[config.mk]
export PLATFORM = sky130hd
export DESIGN_NAME = dual_button_multi_tap_decoder_flat
export DESIGN_NICKNAME = d
export VERILOG_FILES = /design/src/hdl/dbmt_pkg.sv /design/src/hdl/dbmt_sample_if.sv /design/src/hdl/dbmt_result_if.sv /design/src/hdl/dbmt_cfg_if.sv /design/src/hdl/dual_button_multi_tap_decoder.sv /design/src/flat_wrapper.sv
export SDC_FILE = /design/constraint.sdc
export NUM_CORES = 1
export LEC_CHECK = 0
export BUFFER_PORTS_ARGS = -buffer_cell sky130_fd_sc_hd__buf_2
export CAP_MARGIN = 25
export CORE_UTILIZATION = 46
export CTS_BUF_LIST = sky130_fd_sc_hd__clkbuf_8
export DETAILED_ROUTE_END_ITERATION = 10
export PLACE_DENSITY_LB_ADDON = 0.1
export SLEW_MARGIN = 30
export SYNTH_ARGS = -nofsm -noshare
export SYNTH_HDL_FRONTEND = slang
export SYNTH_SLANG_ARGS = --single-unit
[constraint.sdc]
create_clock -name clk -period 10.8 [get_ports clk]
set_input_delay 1.08 -clock clk [delete_from_list [all_inputs] [get_ports clk]]
set_output_delay 1.08 -clock clk [all_outputs]
set_load 0.01 [all_outputs]
[src/hdl/dbmt_pkg.sv]
// Package of the dual-button tap decoder: widths, reset values, register
// indexes and command codes. No dependencies.
package dbmt_pkg;

    localparam int TIME_W = 32;
    localparam int CFG_W  = 16;
    localparam int CMD_W  = 4;
    localparam int IDX_W  = 2;
    localparam int MAX_RESULTS = 3;

    typedef logic [TIME_W-1:0] time_ms_t;
    typedef logic [CFG_W-1:0]  cfg_val_t;
    typedef logic [CMD_W-1:0]  cmd_t;
    typedef logic [IDX_W-1:0]  cfg_idx_t;
    typedef logic [2:0]        side_cnt_t;
    typedef logic [1:0]        joint_cnt_t;
    typedef logic [1:0]        res_cnt_t;

    localparam cfg_idx_t REG_SYNC_WINDOW = 2'd0;
    localparam cfg_idx_t REG_MULTI_CLICK = 2'd1;
    localparam cfg_idx_t REG_TAP_TIMEOUT = 2'd2;

    localparam cfg_val_t SYNC_WINDOW_RST = 16'd120;
    localparam cfg_val_t MULTI_CLICK_RST = 16'd500;
    localparam cfg_val_t TAP_TIMEOUT_RST = 16'd3000;

    localparam side_cnt_t  SIDE_CNT_MAX  = 3'd7;
    localparam joint_cnt_t JOINT_CNT_MAX = 2'd3;

    localparam cmd_t CMD_NONE    = 4'd0;
    localparam cmd_t CMD_LEFT_1  = 4'd2;
    localparam cmd_t CMD_RIGHT_1 = 4'd3;
    localparam cmd_t CMD_JOINT_1 = 4'd4;
    localparam cmd_t CMD_JOINT_2 = 4'd5;
    localparam cmd_t CMD_LEFT_3  = 4'd6;
    localparam cmd_t CMD_RIGHT_2 = 4'd7;
    localparam cmd_t CMD_RIGHT_3 = 4'd8;
    localparam cmd_t CMD_LEFT_2  = 4'd9;
    localparam cmd_t CMD_MAX     = 4'd9;

endpackage

[src/hdl/dbmt_sample_if.sv]
// Sample channel of the tap decoder: timestamp and both button levels.
// Depends on dbmt_pkg.
interface dbmt_sample_if;
    import dbmt_pkg::*;
    logic     valid;
    logic     ready;
    time_ms_t now_ms;
    logic     level_right;
    logic     level_left;
    modport source (output valid, now_ms, level_right, level_left, input ready);
    modport sink   (input valid, now_ms, level_right, level_left, output ready);
endinterface

[src/hdl/dbmt_result_if.sv]
// Result channel of the tap decoder: command code and last-of-sample flag.
// Depends on dbmt_pkg.
interface dbmt_result_if;
    import dbmt_pkg::*;
    logic valid;
    logic ready;
    cmd_t command;
    logic is_last;
    modport source (output valid, command, is_last, input ready);
    modport sink   (input valid, command, is_last, output ready);
endinterface

[src/hdl/dbmt_cfg_if.sv]
// Configuration write channel of the tap decoder: register index and data.
// Depends on dbmt_pkg.
interface dbmt_cfg_if;
    import dbmt_pkg::*;
    logic     valid;
    logic     ready;
    cfg_idx_t index;
    cfg_val_t data;
    modport source (output valid, index, data, input ready);
    modport sink   (input valid, index, data, output ready);
endinterface

[src/hdl/dual_button_multi_tap_decoder.sv]
// A taken sample waits in the input register; its results then load the result buffer.
// Throughput: one sample per cycle while the result buffer is free; a sample with
// n results holds the result buffer until they are taken, so the next sample waits.
// Reset (rst_n low, async): gesture state and buffers clear, registers load
// sync window 120, multi-click 500, tap timeout 3000 ms.
module dual_button_multi_tap_decoder (
    input  logic                 clk,
    input  logic                 rst_n,
    dbmt_sample_if.sink          sample,
    dbmt_result_if.source        result,
    dbmt_cfg_if.sink             cfg
);
    import dbmt_pkg::*;

    // configuration
    cfg_val_t sync_window_reg, multi_click_reg, tap_timeout_reg;

    // input register
    logic     in_valid_reg;
    time_ms_t in_now_reg;
    logic     in_r_reg, in_l_reg;

    // gesture state
    logic       prev_right_reg, prev_left_reg, armed_right_reg, armed_left_reg;
    logic       sync_pending_reg;
    time_ms_t   sync_start_reg, right_time_reg, left_time_reg, joint_time_reg;
    side_cnt_t  right_taps_reg, left_taps_reg;
    joint_cnt_t joint_taps_reg;
    cmd_t       last_cmd_reg;

    logic       prev_right_next, prev_left_next, armed_right_next, armed_left_next;
    logic       sync_pending_next;
    time_ms_t   sync_start_next, right_time_next, left_time_next, joint_time_next;
    side_cnt_t  right_taps_next, left_taps_next;
    joint_cnt_t joint_taps_next;
    cmd_t       last_cmd_next;

    // result buffer
    cmd_t     res_buf_reg [MAX_RESULTS];
    res_cnt_t res_cnt_reg;
    cmd_t     res_buf_next [MAX_RESULTS];
    res_cnt_t res_cnt_next;

    cmd_t     emit_cmd [MAX_RESULTS];
    res_cnt_t emit_cnt;

    logic advance, out_take, buf_free;

    assign out_take = result.valid && result.ready;
    assign buf_free = (res_cnt_reg == 2'd0) || ((res_cnt_reg == 2'd1) && result.ready);
    assign advance  = in_valid_reg && buf_free;

    assign sample.ready   = !in_valid_reg || advance;
    assign cfg.ready      = 1'b1;
    assign result.valid   = (res_cnt_reg != 2'd0);
    assign result.command = res_buf_reg[0];
    assign result.is_last = (res_cnt_reg == 2'd1);

    always_ff @(posedge clk or negedge rst_n)
    begin
        if (!rst_n)
        begin
            sync_window_reg <= SYNC_WINDOW_RST;
            multi_click_reg <= MULTI_CLICK_RST;
            tap_timeout_reg <= TAP_TIMEOUT_RST;
        end
        else if (cfg.valid && cfg.ready)
        begin
            case (cfg.index)
                REG_SYNC_WINDOW: sync_window_reg <= cfg.data;
                REG_MULTI_CLICK: multi_click_reg <= cfg.data;
                REG_TAP_TIMEOUT: tap_timeout_reg <= cfg.data;
                default: ;
            endcase
        end
    end

    always_ff @(posedge clk or negedge rst_n)
    begin
        if (!rst_n)
        begin
            in_valid_reg <= 1'b0;
        end
        else if (sample.ready)
        begin
            in_valid_reg <= sample.valid;
        end
    end

    always_ff @(posedge clk)
    begin
        if (sample.valid && sample.ready)
        begin
            in_now_reg <= sample.now_ms;
            in_r_reg   <= sample.level_right;
            in_l_reg   <= sample.level_left;
        end
    end

    always_comb
    begin
        time_ms_t d_sync;
        logic     in_win;
        prev_right_next   = prev_right_reg;
        prev_left_next    = prev_left_reg;
        armed_right_next  = armed_right_reg;
        armed_left_next   = armed_left_reg;
        sync_pending_next = sync_pending_reg;
        sync_start_next   = sync_start_reg;
        right_time_next   = right_time_reg;
        left_time_next    = left_time_reg;
        joint_time_next   = joint_time_reg;
        right_taps_next   = right_taps_reg;
        left_taps_next    = left_taps_reg;
        joint_taps_next   = joint_taps_reg;
        last_cmd_next     = last_cmd_reg;
        emit_cnt          = 2'd0;
        for (int i = 0; i < MAX_RESULTS; i++)
        begin
            emit_cmd[i] = CMD_NONE;
        end

        // arm on release
        if (prev_right_reg && !in_r_reg)
        begin
            armed_right_next = 1'b1;
        end
        if (prev_left_reg && !in_l_reg)
        begin
            armed_left_next = 1'b1;
        end

        // count taps on press of an armed side
        if (!prev_right_reg && in_r_reg && armed_right_next)
        begin
            sync_pending_next = 1'b1;
            sync_start_next   = in_now_reg;
            if (right_taps_next != SIDE_CNT_MAX)
            begin
                right_taps_next = right_taps_next + 3'd1;
            end
            right_time_next  = in_now_reg;
            armed_right_next = 1'b0;
        end
        if (!prev_left_reg && in_l_reg && armed_left_next)
        begin
            sync_pending_next = 1'b1;
            sync_start_next   = in_now_reg;
            if (left_taps_next != SIDE_CNT_MAX)
            begin
                left_taps_next = left_taps_next + 3'd1;
            end
            left_time_next  = in_now_reg;
            armed_left_next = 1'b0;
        end

        // sync window
        d_sync = in_now_reg - sync_start_next;
        in_win = (d_sync <= {16'd0, sync_window_reg});
        if (sync_pending_next)
        begin
            if (in_r_reg && in_l_reg && in_win)
            begin
                if (joint_taps_next != JOINT_CNT_MAX)
                begin
                    joint_taps_next = joint_taps_next + 2'd1;
                end
                joint_time_next   = in_now_reg;
                right_taps_next   = 3'd0;
                left_taps_next    = 3'd0;
                sync_pending_next = 1'b0;
            end
            if (!in_win)
            begin
                sync_pending_next = 1'b0;
            end
        end

        // joint decode
        if ((joint_taps_next != 2'd0) && !in_r_reg && !in_l_reg
            && ((in_now_reg - joint_time_next) > {16'd0, multi_click_reg}))
        begin
            case (joint_taps_next)
                2'd1:    last_cmd_next = CMD_JOINT_1;
                2'd2:    last_cmd_next = CMD_JOINT_2;
                default: ;
            endcase
            emit_cmd[emit_cnt] = last_cmd_next;
            emit_cnt           = emit_cnt + 2'd1;
            joint_taps_next    = 2'd0;
        end

        // drop stale side counts while pressed
        if ((right_taps_next != 3'd0) && in_r_reg
            && ((in_now_reg - right_time_next) > {16'd0, tap_timeout_reg}))
        begin
            right_taps_next = 3'd0;
        end
        if ((left_taps_next != 3'd0) && in_l_reg
            && ((in_now_reg - left_time_next) > {16'd0, tap_timeout_reg}))
        begin
            left_taps_next = 3'd0;
        end

        // right decode
        if (!sync_pending_next && (right_taps_next != 3'd0) && !in_r_reg
            && ((in_now_reg - right_time_next) > {16'd0, multi_click_reg}))
        begin
            case (right_taps_next)
                3'd1:
                begin
                    last_cmd_next      = CMD_RIGHT_1;
                    emit_cmd[emit_cnt] = CMD_RIGHT_1;
                    emit_cnt           = emit_cnt + 2'd1;
                end
                3'd2:
                begin
                    last_cmd_next      = CMD_RIGHT_2;
                    emit_cmd[emit_cnt] = CMD_RIGHT_2;
                    emit_cnt           = emit_cnt + 2'd1;
                end
                3'd3:
                begin
                    last_cmd_next      = CMD_RIGHT_3;
                    emit_cmd[emit_cnt] = CMD_RIGHT_3;
                    emit_cnt           = emit_cnt + 2'd1;
                end
                default: ;
            endcase
            right_taps_next = 3'd0;
        end

        // left decode
        if (!sync_pending_next && (left_taps_next != 3'd0) && !in_l_reg
            && ((in_now_reg - left_time_next) > {16'd0, multi_click_reg}))
        begin
            case (left_taps_next)
                3'd1:
                begin
                    last_cmd_next      = CMD_LEFT_1;
                    emit_cmd[emit_cnt] = CMD_LEFT_1;
                    emit_cnt           = emit_cnt + 2'd1;
                end
                3'd2:
                begin
                    last_cmd_next      = CMD_LEFT_2;
                    emit_cmd[emit_cnt] = CMD_LEFT_2;
                    emit_cnt           = emit_cnt + 2'd1;
                end
                3'd3:
                begin
                    last_cmd_next      = CMD_LEFT_3;
                    emit_cmd[emit_cnt] = CMD_LEFT_3;
                    emit_cnt           = emit_cnt + 2'd1;
                end
                default: ;
            endcase
            left_taps_next = 3'd0;
        end

        prev_right_next = in_r_reg;
        prev_left_next  = in_l_reg;
    end

    always_ff @(posedge clk or negedge rst_n)
    begin
        if (!rst_n)
        begin
            prev_right_reg   <= 1'b1;
            prev_left_reg    <= 1'b1;
            armed_right_reg  <= 1'b0;
            armed_left_reg   <= 1'b0;
            sync_pending_reg <= 1'b0;
            sync_start_reg   <= '0;
            right_time_reg   <= '0;
            left_time_reg    <= '0;
            joint_time_reg   <= '0;
            right_taps_reg   <= '0;
            left_taps_reg    <= '0;
            joint_taps_reg   <= '0;
            last_cmd_reg     <= CMD_NONE;
        end
        else if (advance)
        begin
            prev_right_reg   <= prev_right_next;
            prev_left_reg    <= prev_left_next;
            armed_right_reg  <= armed_right_next;
            armed_left_reg   <= armed_left_next;
            sync_pending_reg <= sync_pending_next;
            sync_start_reg   <= sync_start_next;
            right_time_reg   <= right_time_next;
            left_time_reg    <= left_time_next;
            joint_time_reg   <= joint_time_next;
            right_taps_reg   <= right_taps_next;
            left_taps_reg    <= left_taps_next;
            joint_taps_reg   <= joint_taps_next;
            last_cmd_reg     <= last_cmd_next;
        end
    end

    // load the buffer on advance, else shift out one item per take
    always_comb
    begin
        res_buf_next = res_buf_reg;
        res_cnt_next = res_cnt_reg;
        if (advance)
        begin
            res_buf_next = emit_cmd;
            res_cnt_next = emit_cnt;
        end
        else if (out_take)
        begin
            for (int i = 0; i < MAX_RESULTS - 1; i++)
            begin
                res_buf_next[i] = res_buf_reg[i+1];
            end
            res_cnt_next = res_cnt_reg - 2'd1;
        end
    end

    always_ff @(posedge clk or negedge rst_n)
    begin
        if (!rst_n)
        begin
            res_cnt_reg <= 2'd0;
        end
        else
        begin
            res_cnt_reg <= res_cnt_next;
        end
    end

    always_ff @(posedge clk)
    begin
        res_buf_reg <= res_buf_next;
    end

endmodule

[src/flat_wrapper.sv]
// flat-port wrapper written by rule: the top's interface ports become plain ports
module dual_button_multi_tap_decoder_flat import dbmt_pkg::*;
  (clk, rst_n, sample_valid, sample_now_ms, sample_level_right, sample_level_left, sample_ready, result_valid, result_command, result_is_last, result_ready, cfg_valid, cfg_index, cfg_data, cfg_ready);
  dbmt_sample_if sample_i ();
  dbmt_result_if result_i ();
  dbmt_cfg_if cfg_i ();
  input  logic clk;
  input  logic rst_n;
  input wire logic [$bits(sample_i.valid)-1:0] sample_valid;
  input wire logic [$bits(sample_i.now_ms)-1:0] sample_now_ms;
  input wire logic [$bits(sample_i.level_right)-1:0] sample_level_right;
  input wire logic [$bits(sample_i.level_left)-1:0] sample_level_left;
  output wire logic [$bits(sample_i.ready)-1:0] sample_ready;
  output wire logic [$bits(result_i.valid)-1:0] result_valid;
  output wire logic [$bits(result_i.command)-1:0] result_command;
  output wire logic [$bits(result_i.is_last)-1:0] result_is_last;
  input wire logic [$bits(result_i.ready)-1:0] result_ready;
  input wire logic [$bits(cfg_i.valid)-1:0] cfg_valid;
  input wire logic [$bits(cfg_i.index)-1:0] cfg_index;
  input wire logic [$bits(cfg_i.data)-1:0] cfg_data;
  output wire logic [$bits(cfg_i.ready)-1:0] cfg_ready;
  assign sample_i.valid = sample_valid;
  assign sample_i.now_ms = sample_now_ms;
  assign sample_i.level_right = sample_level_right;
  assign sample_i.level_left = sample_level_left;
  assign sample_ready = sample_i.ready;
  assign result_valid = result_i.valid;
  assign result_command = result_i.command;
  assign result_is_last = result_i.is_last;
  assign result_i.ready = result_ready;
  assign cfg_i.valid = cfg_valid;
  assign cfg_i.index = cfg_index;
  assign cfg_i.data = cfg_data;
  assign cfg_ready = cfg_i.ready;
  dual_button_multi_tap_decoder u_core (.clk(clk), .rst_n(rst_n), .sample(sample_i), .result(result_i), .cfg(cfg_i));
endmodule
After elaboration in Yosys (flattened, before gate mapping)
Index checks and enable logic that the tools add are counted.

Logic and storage cells: 182. Bits in registers: 242. Input port bits: 57. Output and inout port bits: 8.

Bitwise gates (word level): 20. Add/subtract/negate cells: 10. Reductions and logical operators: 49. Magnitude comparators: 10. Eq/ne operators: 14. Muxes and demuxes: 55.

Operators with widths (number): $mux 32 (6); $gt 32x16->1 (5); $sub 32x32->32 (4); $pmux 12 s3 (2); $mux 3 (12); $le 32x16->1 (1); $logic_and 1x1->1 (27); $mux 12 (2); $mux 4 (6); $pmux 4 s3 (2); $mux 2 (10); $and 6x6->6 (3); $and 9x9->9 (2); $not 6->6 (3); $not 9->9 (2); $or 6x6->6 (3); $demux 4 s2 (2); $mux 8 (2); $eq 3x2->1 const B (4); $reduce_bool 3->1 (4); $mux 1 (10); $or 9x9->9 (1); $pmux 4 s2 (1); $add 3x1->3 const B (2); 21 further kinds (42).

Longest topological paths before layout
Gate-level depths: netlist of run 1.

Depth after elaboration: 30. Gate-level depth with buffers: 62.

Worst setup path after synthesis of run 1
No wires, ideal clock.

Path type: register -> register. From: register u_core.prev_right_reg. To: register u_core.res_buf_reg, in the netlist u_core.result.command[2] (data pin). Clock period less this slack: 11.880 ns. Cell stages (with the launch flop): 54. Path buffers: 4. Arrival: 11.619 ns. Data required time: 10.538 ns. Setup time: 0.262 ns. Slack: -1.080 ns. Path through: dfstp_2 > nand3b_1 > clkbuf_1 > nand2_1 > buf_1 > mux2i_1 > ha_1 > o211ai_1 > a21oi_1 > nor2_1 > o21ba_2 > xnor2_1 > ha_1 > nand4_1 > or4_1 > a2111oi_2 > nand4b_1 > nor3_2 > (+18 left out) > nand2_1 > o21ai_0 > a21oi_1 > a211oi_1 > nand4_1 > a2111oi_0 > nand4b_1 > o31ai_1 > nor2_1 > ha_1 > and2_1 > a31oi_1 > nand2_1 > inv_1 > ha_1 > or4b_2 > nand4_1 > a31oi_1.

RTL lines: from (decl) (line dual_button_multi_tap_decoder.sv:24) `logic prev_right_reg, prev_left_reg, armed_right_reg, armed_left_reg;`; from (signal assigned) (line dual_button_multi_tap_decoder.sv:285) `prev_right_reg <= prev_right_next;`; to (signal assigned) (line dual_button_multi_tap_decoder.sv:335) `res_buf_reg <= res_buf_next;`; to (decl) (line dual_button_multi_tap_decoder.sv:39) `cmd_t res_buf_reg [MAX_RESULTS];`.

==> qor.yml, run 1 <==
outcome:
  status: "complete, but fails checks"
  violations: "negative setup slack"
cells_and_area:
  drive_gt1_frac: 0.217
  utilization: 0.563
  fin_area_sq_um: 25700
  final_cell_mix: "273 x nand2_1, 216 x o21ai_0, 216 x buf_4, 211 x ha_1, 177 x dfrtp_1"
  areaGrowthSynthToFinish_pct: 20.0
  layout_commonest_cell: "nand2_1"
  fin_nets: 3014
synthesis:
  synth-compound-area-share: 0.223
  synth.distinct_cells: 96
  synth_top_family_by_area: "compound AO/OA/AOI/OAI gates"
  ys_ff_latch: 241
  synth_area_sq_um: 21400
  yosysWarnings: 0
  synth_edf_count: 45
  synthArstFlopShare: 0.813
  syn_area_per_cell_sq_um: 8.64
  synth_xor_area_frac: 0.0331
  synthSimpleGateAreaFrac: 0.178
  synth-adder-area-share: 0.137
  syn_nets: 2771
  ys.flop_type: "dfrtp_1"
  ys_seq_area_frac: 0.293
  synth_cells: 2482
  synth.area.mux_share: 0.0955
route:
  drc: 0
  vias: 20053
  first_iter_violations: 1510
  drt-total-wl_mm: 73.7
  ant_nets: 0
  firstDrtPassIters: 7
  wl_per_cell_um: 21.9
  via_per_inst: 5.96
clocking:
  ctsHtreeMaxLevel: 2
  path_clk_slew_ns: 0.06
  clockRootBuffer: "clkbuf_8"
  numCtsBuffers: 50
  cts_buffer_depth: 3
  cts_tree: "built"
  insertion_delay_ns: 0.64
  clock-sinks: 241
placement:
  io_buffers: 63
  gp_congestion: 1.01
  dp_hpwl_mm: 57.6
  place_area_sq_um: 23700
  dp_slack_ns: -0.365
critical_path:
  reg2reg_from: "u_core.prev_right_reg"
  cp_max_fo: 6
  max_stage_delay_ns: 0.54
  worst_path_most_repeated_cell: "nand4_1"
  crit_type: "flip-flop to flip-flop"
  cp.arrival_ns: 11.49
  critPathLaunchType: "flip-flop"
  rr_worst_depth: 54
  r2r_end: "u_core.result.command[2]"
  crit_required_ns: 11.17
  cpMaxStageDelayCell: "or4_4"
  end_kind: "flip-flop"
  reg2reg_slack_ns: -0.32
worst_hold_path:
  worstHoldStart: "u_core.sync_start_reg[19]"
  hold_class: "flip-flop to flip-flop"
  holdPathEnd: "u_core.sync_start_reg[19]"
  whs_path_depth: 2
grt:
  grt_pass1_wl_mm: 112
  grt_max_degree: 93
  grt_usage: 0.308
  grt-ovfl-total: 0
  grt_pass1_vias: 19405
  antenna_found_initial: 1
floorplan:
  core_area_sq_um: 45700
  start_util: 0.469
  ios: 65
  dieHeight_um: 218
  placementRows: 78
  dieWidth_um: 218
  die_area_sq_um: 47500
sta:
  fmax_mhz: 89.9
  rsz0062_at_grt: "yes"
  setup_viol: 8
  setup-tns-final_ns: -1.37
  whs_ns: 0.480
  slew_viol_final: 0
  setup_ws_ns: -0.323
  fin_crit_sh: 1.03
  fin_skew_ns: 0.0280
  worst_slew_margin_rel: 0.343
  min_period_ns: 11.12
  hold_viol: 0
  worstMarginPinSlew_ns: 0.961
job:
  drv_cap: 0
power_and_ir_drop:
  power_leakage_nw: 11.8
  ir_drop_mv: 0.217
  power.density_nw_per_um2: 348
-- timing repair --
| item | 4_1_cts | 5_1_grt |
|---|---|---|
| buffers inserted | 20 | 22 |
| gates resized for setup | 30 | 96 |
| hold buffers | 0 | 0 |
| pin swaps | 36 | 74 |
| cloned | 0 | 2 |
| setup endpoints to repair | 9 | 17 |
-- kinds of logic (layout without fill, tap and decap cells) --
group	Yosys count	in the layout
AND/OR/NAND/NOR	767	767
AO/OA/AOI/OAI	752	752
flip-flops	241	241
adder cells (fa/ha/maj)	233	233
buffers and inverters	211	494
multiplexers	196	196
XOR/XNOR	81	81
other	1	2
-- layout make-up --
class | count | area [sq um]
fillers | 4201 | 20000
multi-input cells | 2030 | 15100
flip-flops and latches | 241 | 6280
repair buffers | 295 | 2190
clock buffers | 60 | 826
well taps | 600 | 751
inverters | 107 | 402
clock inverters | 32 | 193
diodes | 1 | 2.50
-- routing by layer --
metal  up-vias  track usage  share of wire
met2       561        0.486           0.44
met5         -            0              0
li1       9759            -              -
met4         0        0.115          0.037
met3       150       0.0467          0.056
met1      9583        0.423           0.46
-- cells in the mapped netlist, types with 15 or more instances --
cell      instances  area share
nor3_1           52       0.012
buf_1            16      0.0028
xor2_1           29       0.012
a31oi_1          24      0.0070
ha_1            228        0.13
edfxtp_1         45       0.063
nor2_1          129       0.023
inv_1           106       0.019
dfstp_2          19       0.023
nand3_1          43       0.010
mux2_2           69       0.036
mux2i_1         127       0.059
nor2b_1          28      0.0082
and2_1           22      0.0064
o22ai_1          17      0.0050
o211ai_1         16      0.0056
xnor2_1          52       0.021
o21a_1           29       0.010
o21ai_0         229       0.053
nor4_1           20      0.0058
a21oi_1         171       0.040
dfrtp_1         177        0.21
o31ai_1          23      0.0081
a211oi_1         24      0.0084
clkbuf_1         66       0.012
nand3b_1         15      0.0053
nand2b_1         38       0.011
a21o_1           76       0.027
nand2_1         280       0.049
nand4_1          52       0.015
-- worst max-delay path: cells and delay by family (launching register included) --
kind,cells,cell delay [ns]
simple gates,25,4.88
compound gates,15,2.51
fa+ha+maj,7,1.80
buf+inv,4,0.62
flops,1,0.53
xor+xnor,2,0.28
mux,1,0.19
-- stage by stage --
stage	total power, mW	cells
floorplan	5.47	2482
global placement	7.41	3237
detailed placement	7.49	3237
CTS	8.64	3349
global route	9.70	3365
finish	8.96	3366
-- worst max path at each step --
stage,startpoint,endpoint,slack (ns),cells past startpoint
after CTS,u_core.prev_right_reg,u_core.result.command[2],-0.003,55
after global placement,u_core.prev_right_reg,u_core.result.command[2],-0.11,51
after global routing,u_core.prev_left_reg,u_core.result.command[2],-0.86,57
final,u_core.prev_right_reg,u_core.result.command[2],-0.32,54
after detailed placement,u_core.prev_right_reg,u_core.result.command[2],-0.37,53
after floorplan,u_core.prev_right_reg,u_core.result.command[2],0.02,54
-- where the power goes --
| part | leakage (nW) | internal (mW) | switching (mW) | total (mW) |
|---|---|---|---|---|
| registers | 2.91 | 1.21 | 0.162 | 1.38 |
| clock network | 0.588 | 0.550 | 0.449 | 0.999 |
| logic | 8.32 | 2.72 | 3.86 | 6.59 |
(Power assumes the default switching activity.)
==> run 2: changes to the inputs <==
--- a/config.mk
+++ b/config.mk
@@ -11,6 +11,7 @@
 export CTS_BUF_LIST = sky130_fd_sc_hd__clkbuf_8
 export DETAILED_ROUTE_END_ITERATION = 10
 export PLACE_DENSITY_LB_ADDON = 0.1
+export RECOVER_POWER = 100
 export SLEW_MARGIN = 30
 export SYNTH_ARGS = -nofsm -noshare
 export SYNTH_HDL_FRONTEND = slang
==> run 2 against run 1 <==
The run ends with max-capacitance violations, max-slew violations, negative setup slack left. Register-to-register slack is essentially flat. Die area is the same. Clock power is essentially flat. Wire length grew 0.12%. Hold slack lost 0.0013 ns. Sequential power is essentially flat. Total power is essentially flat. Cell count is the same. Sequential cell count is the same. Via count is essentially flat. Combinational power is essentially flat. Largest cell class unchanged.
==> qor.yml, run 2 (synthesis results as in run 1) <==
outcome:
  status: "complete, but fails checks"
  violations: "max-capacitance violations, max-slew violations, negative setup slack"
route:
  drc: 0
  wl_per_cell_um: 21.9
  vias: 20056
  firstDrtPassIters: 6
  first_iter_violations: 1496
  ant_nets: 0
  drt-total-wl_mm: 73.8
  via_per_inst: 5.96
grt:
  grt_max_degree: 93
  grt-ovfl-total: 0
  antenna_found_initial: 1
  grt_pass1_vias: 19405
  grt_usage: 0.308
  grt_pass1_wl_mm: 112
clocking:
  insertion_delay_ns: 0.64
  numCtsBuffers: 50
  hold_buffers: 0
  path_clk_slew_ns: 0.06
  clockRootBuffer: "clkbuf_8"
  cts_tree: "built"
  cts_buffer_depth: 3
  clock-sinks: 241
  ctsHtreeMaxLevel: 2
floorplan:
  core_area_sq_um: 45700
  dieHeight_um: 218
  dieWidth_um: 218
  ios: 65
  placementRows: 78
  start_util: 0.469
  die_area_sq_um: 47500
cells_and_area:
  areaGrowthSynthToFinish_pct: 19.8
  fill_cells: 4212
  drive_gt1_frac: 0.213
  layout_commonest_cell: "nand2_1"
  fin_nets: 3014
  utilization: 0.562
  multiInputGateArea_sq_um: 15100
  seq_area_sq_um: 6280
  final_cell_mix: "273 x nand2_1, 216 x o21ai_0, 214 x buf_4, 211 x ha_1, 177 x dfrtp_1"
job:
  drv_cap: 3
sta:
  whs_ns: 0.478
  fmax_mhz: 90.0
  rsz0062_at_grt: "yes"
  worst_slew_margin_rel: -2.50
  slew_viol_final: 174
  min_period_ns: 11.11
  setup_ws_ns: -0.308
  fin_skew_ns: 0.0274
  setup_viol: 8
  hold_viol: 0
  setup-tns-final_ns: -1.26
  worstMarginPinSlew_ns: 5.25
  fin_crit_sh: 1.03
critical_path:
  cp_max_fo: 6
  critPathLaunchType: "flip-flop"
  cp-startpoint: "u_core.prev_right_reg"
  max_stage_delay_ns: 0.54
  cp.arrival_ns: 11.47
  rr_worst_depth: 54
  crit_type: "flip-flop to flip-flop"
  reg2reg_slack_ns: -0.31
  r2r_end: "u_core.result.command[2]"
  worst_path_most_repeated_cell: "nand4_1"
  end_kind: "flip-flop"
  cpMaxStageDelayCell: "or4_4"
  reg2reg_from: "u_core.prev_right_reg"
  crit_required_ns: 11.16
worst_hold_path:
  holdPathEnd: "u_core.right_time_reg[2]"
  whs_path_depth: 2
  worstHoldStart: "u_core.right_time_reg[2]"
  hold_class: "flip-flop to flip-flop"
power_and_ir_drop:
  ir_drop_mv: 0.218
  power_leakage_nw: 11.8
  power.density_nw_per_um2: 349
placement:
  gp_congestion: 1.01
  dp_hpwl_mm: 57.6
  io_buffers: 63
-- run 2: repair_timing --
item / in CTS / in global routing
pin swaps: 36 / 74
cloned: 0 / 2
setup buffers: 20 / 22
endpoints found under the hold margin: 0 / 0
endpoints found under the setup margin: 9 / 17
resized for setup: 30 / 96
-- run 2: how the worst max path moves through the flow --
stage                               end  slack [ns]  cells past startpoint
2_1_floorplan  u_core.result.command[2]        0.02                     54
3_3_place_gp   u_core.result.command[2]       -0.11                     51
3_5_place_dp   u_core.result.command[2]       -0.37                     53
4_1_cts        u_core.result.command[2]      -0.003                     55
5_1_grt        u_core.result.command[2]       -0.86                     57
6_report       u_core.result.command[2]       -0.31                     54
-- run 2: through the flow --
step / cells / area, sq um / power, mW / setup slack (ns)
after floorplan: 2482 / 21600 / 5.47 / 0.0224
after global placement: 3237 / 23700 / 7.41 / -0.107
after detailed placement: 3237 / 23700 / 7.49 / -0.365
after CTS: 3349 / 25000 / 8.64 / -0.00251
after global routing: 3365 / 25700 / 9.70 / -0.860
final: 3366 / 25700 / 8.97 / -0.308
-- run 2: cell type report --
type | instances | share of cell area
well taps | 600 | 0.0292
repair buffers | 295 | 0.0844
clock inverters | 32 | 0.00750
inverters | 107 | 0.0156
flip-flops and latches | 241 | 0.244
diodes | 1 | 0.0000974
multi-input cells | 2030 | 0.587
clock buffers | 60 | 0.0322
-- run 2: power breakdown --
part,internal (mW),switching (mW),total [mW]
combinational,2.72,3.87,6.59
clock,0.550,0.447,0.997
sequential,1.22,0.162,1.38
-- run 2: metal layers --
| metal | vias to the layer above | global-route usage | wire, um |
|---|---|---|---|
| li1 | 9751 | - | - |
| met1 | 9564 | 0.423 | 34300 |
| met2 | 588 | 0.486 | 32700 |
| met3 | 153 | 0.0467 | 4070 |
| met4 | 0 | 0.115 | 2710 |
| met5 | - | 0 | 0 |
-- run 2: critical path, delay by kind of cell, from the launching register on --
kind | cells | cell delay (ns)
muxes | 1 | 0.19
and+or+nand+nor | 25 | 4.89
DFF | 1 | 0.53
adders and majority gates | 7 | 1.79
buffers and inverters | 4 | 0.63
xor gates and xnor gates | 2 | 0.28
AOI/OAI and AO/OA | 15 | 2.49
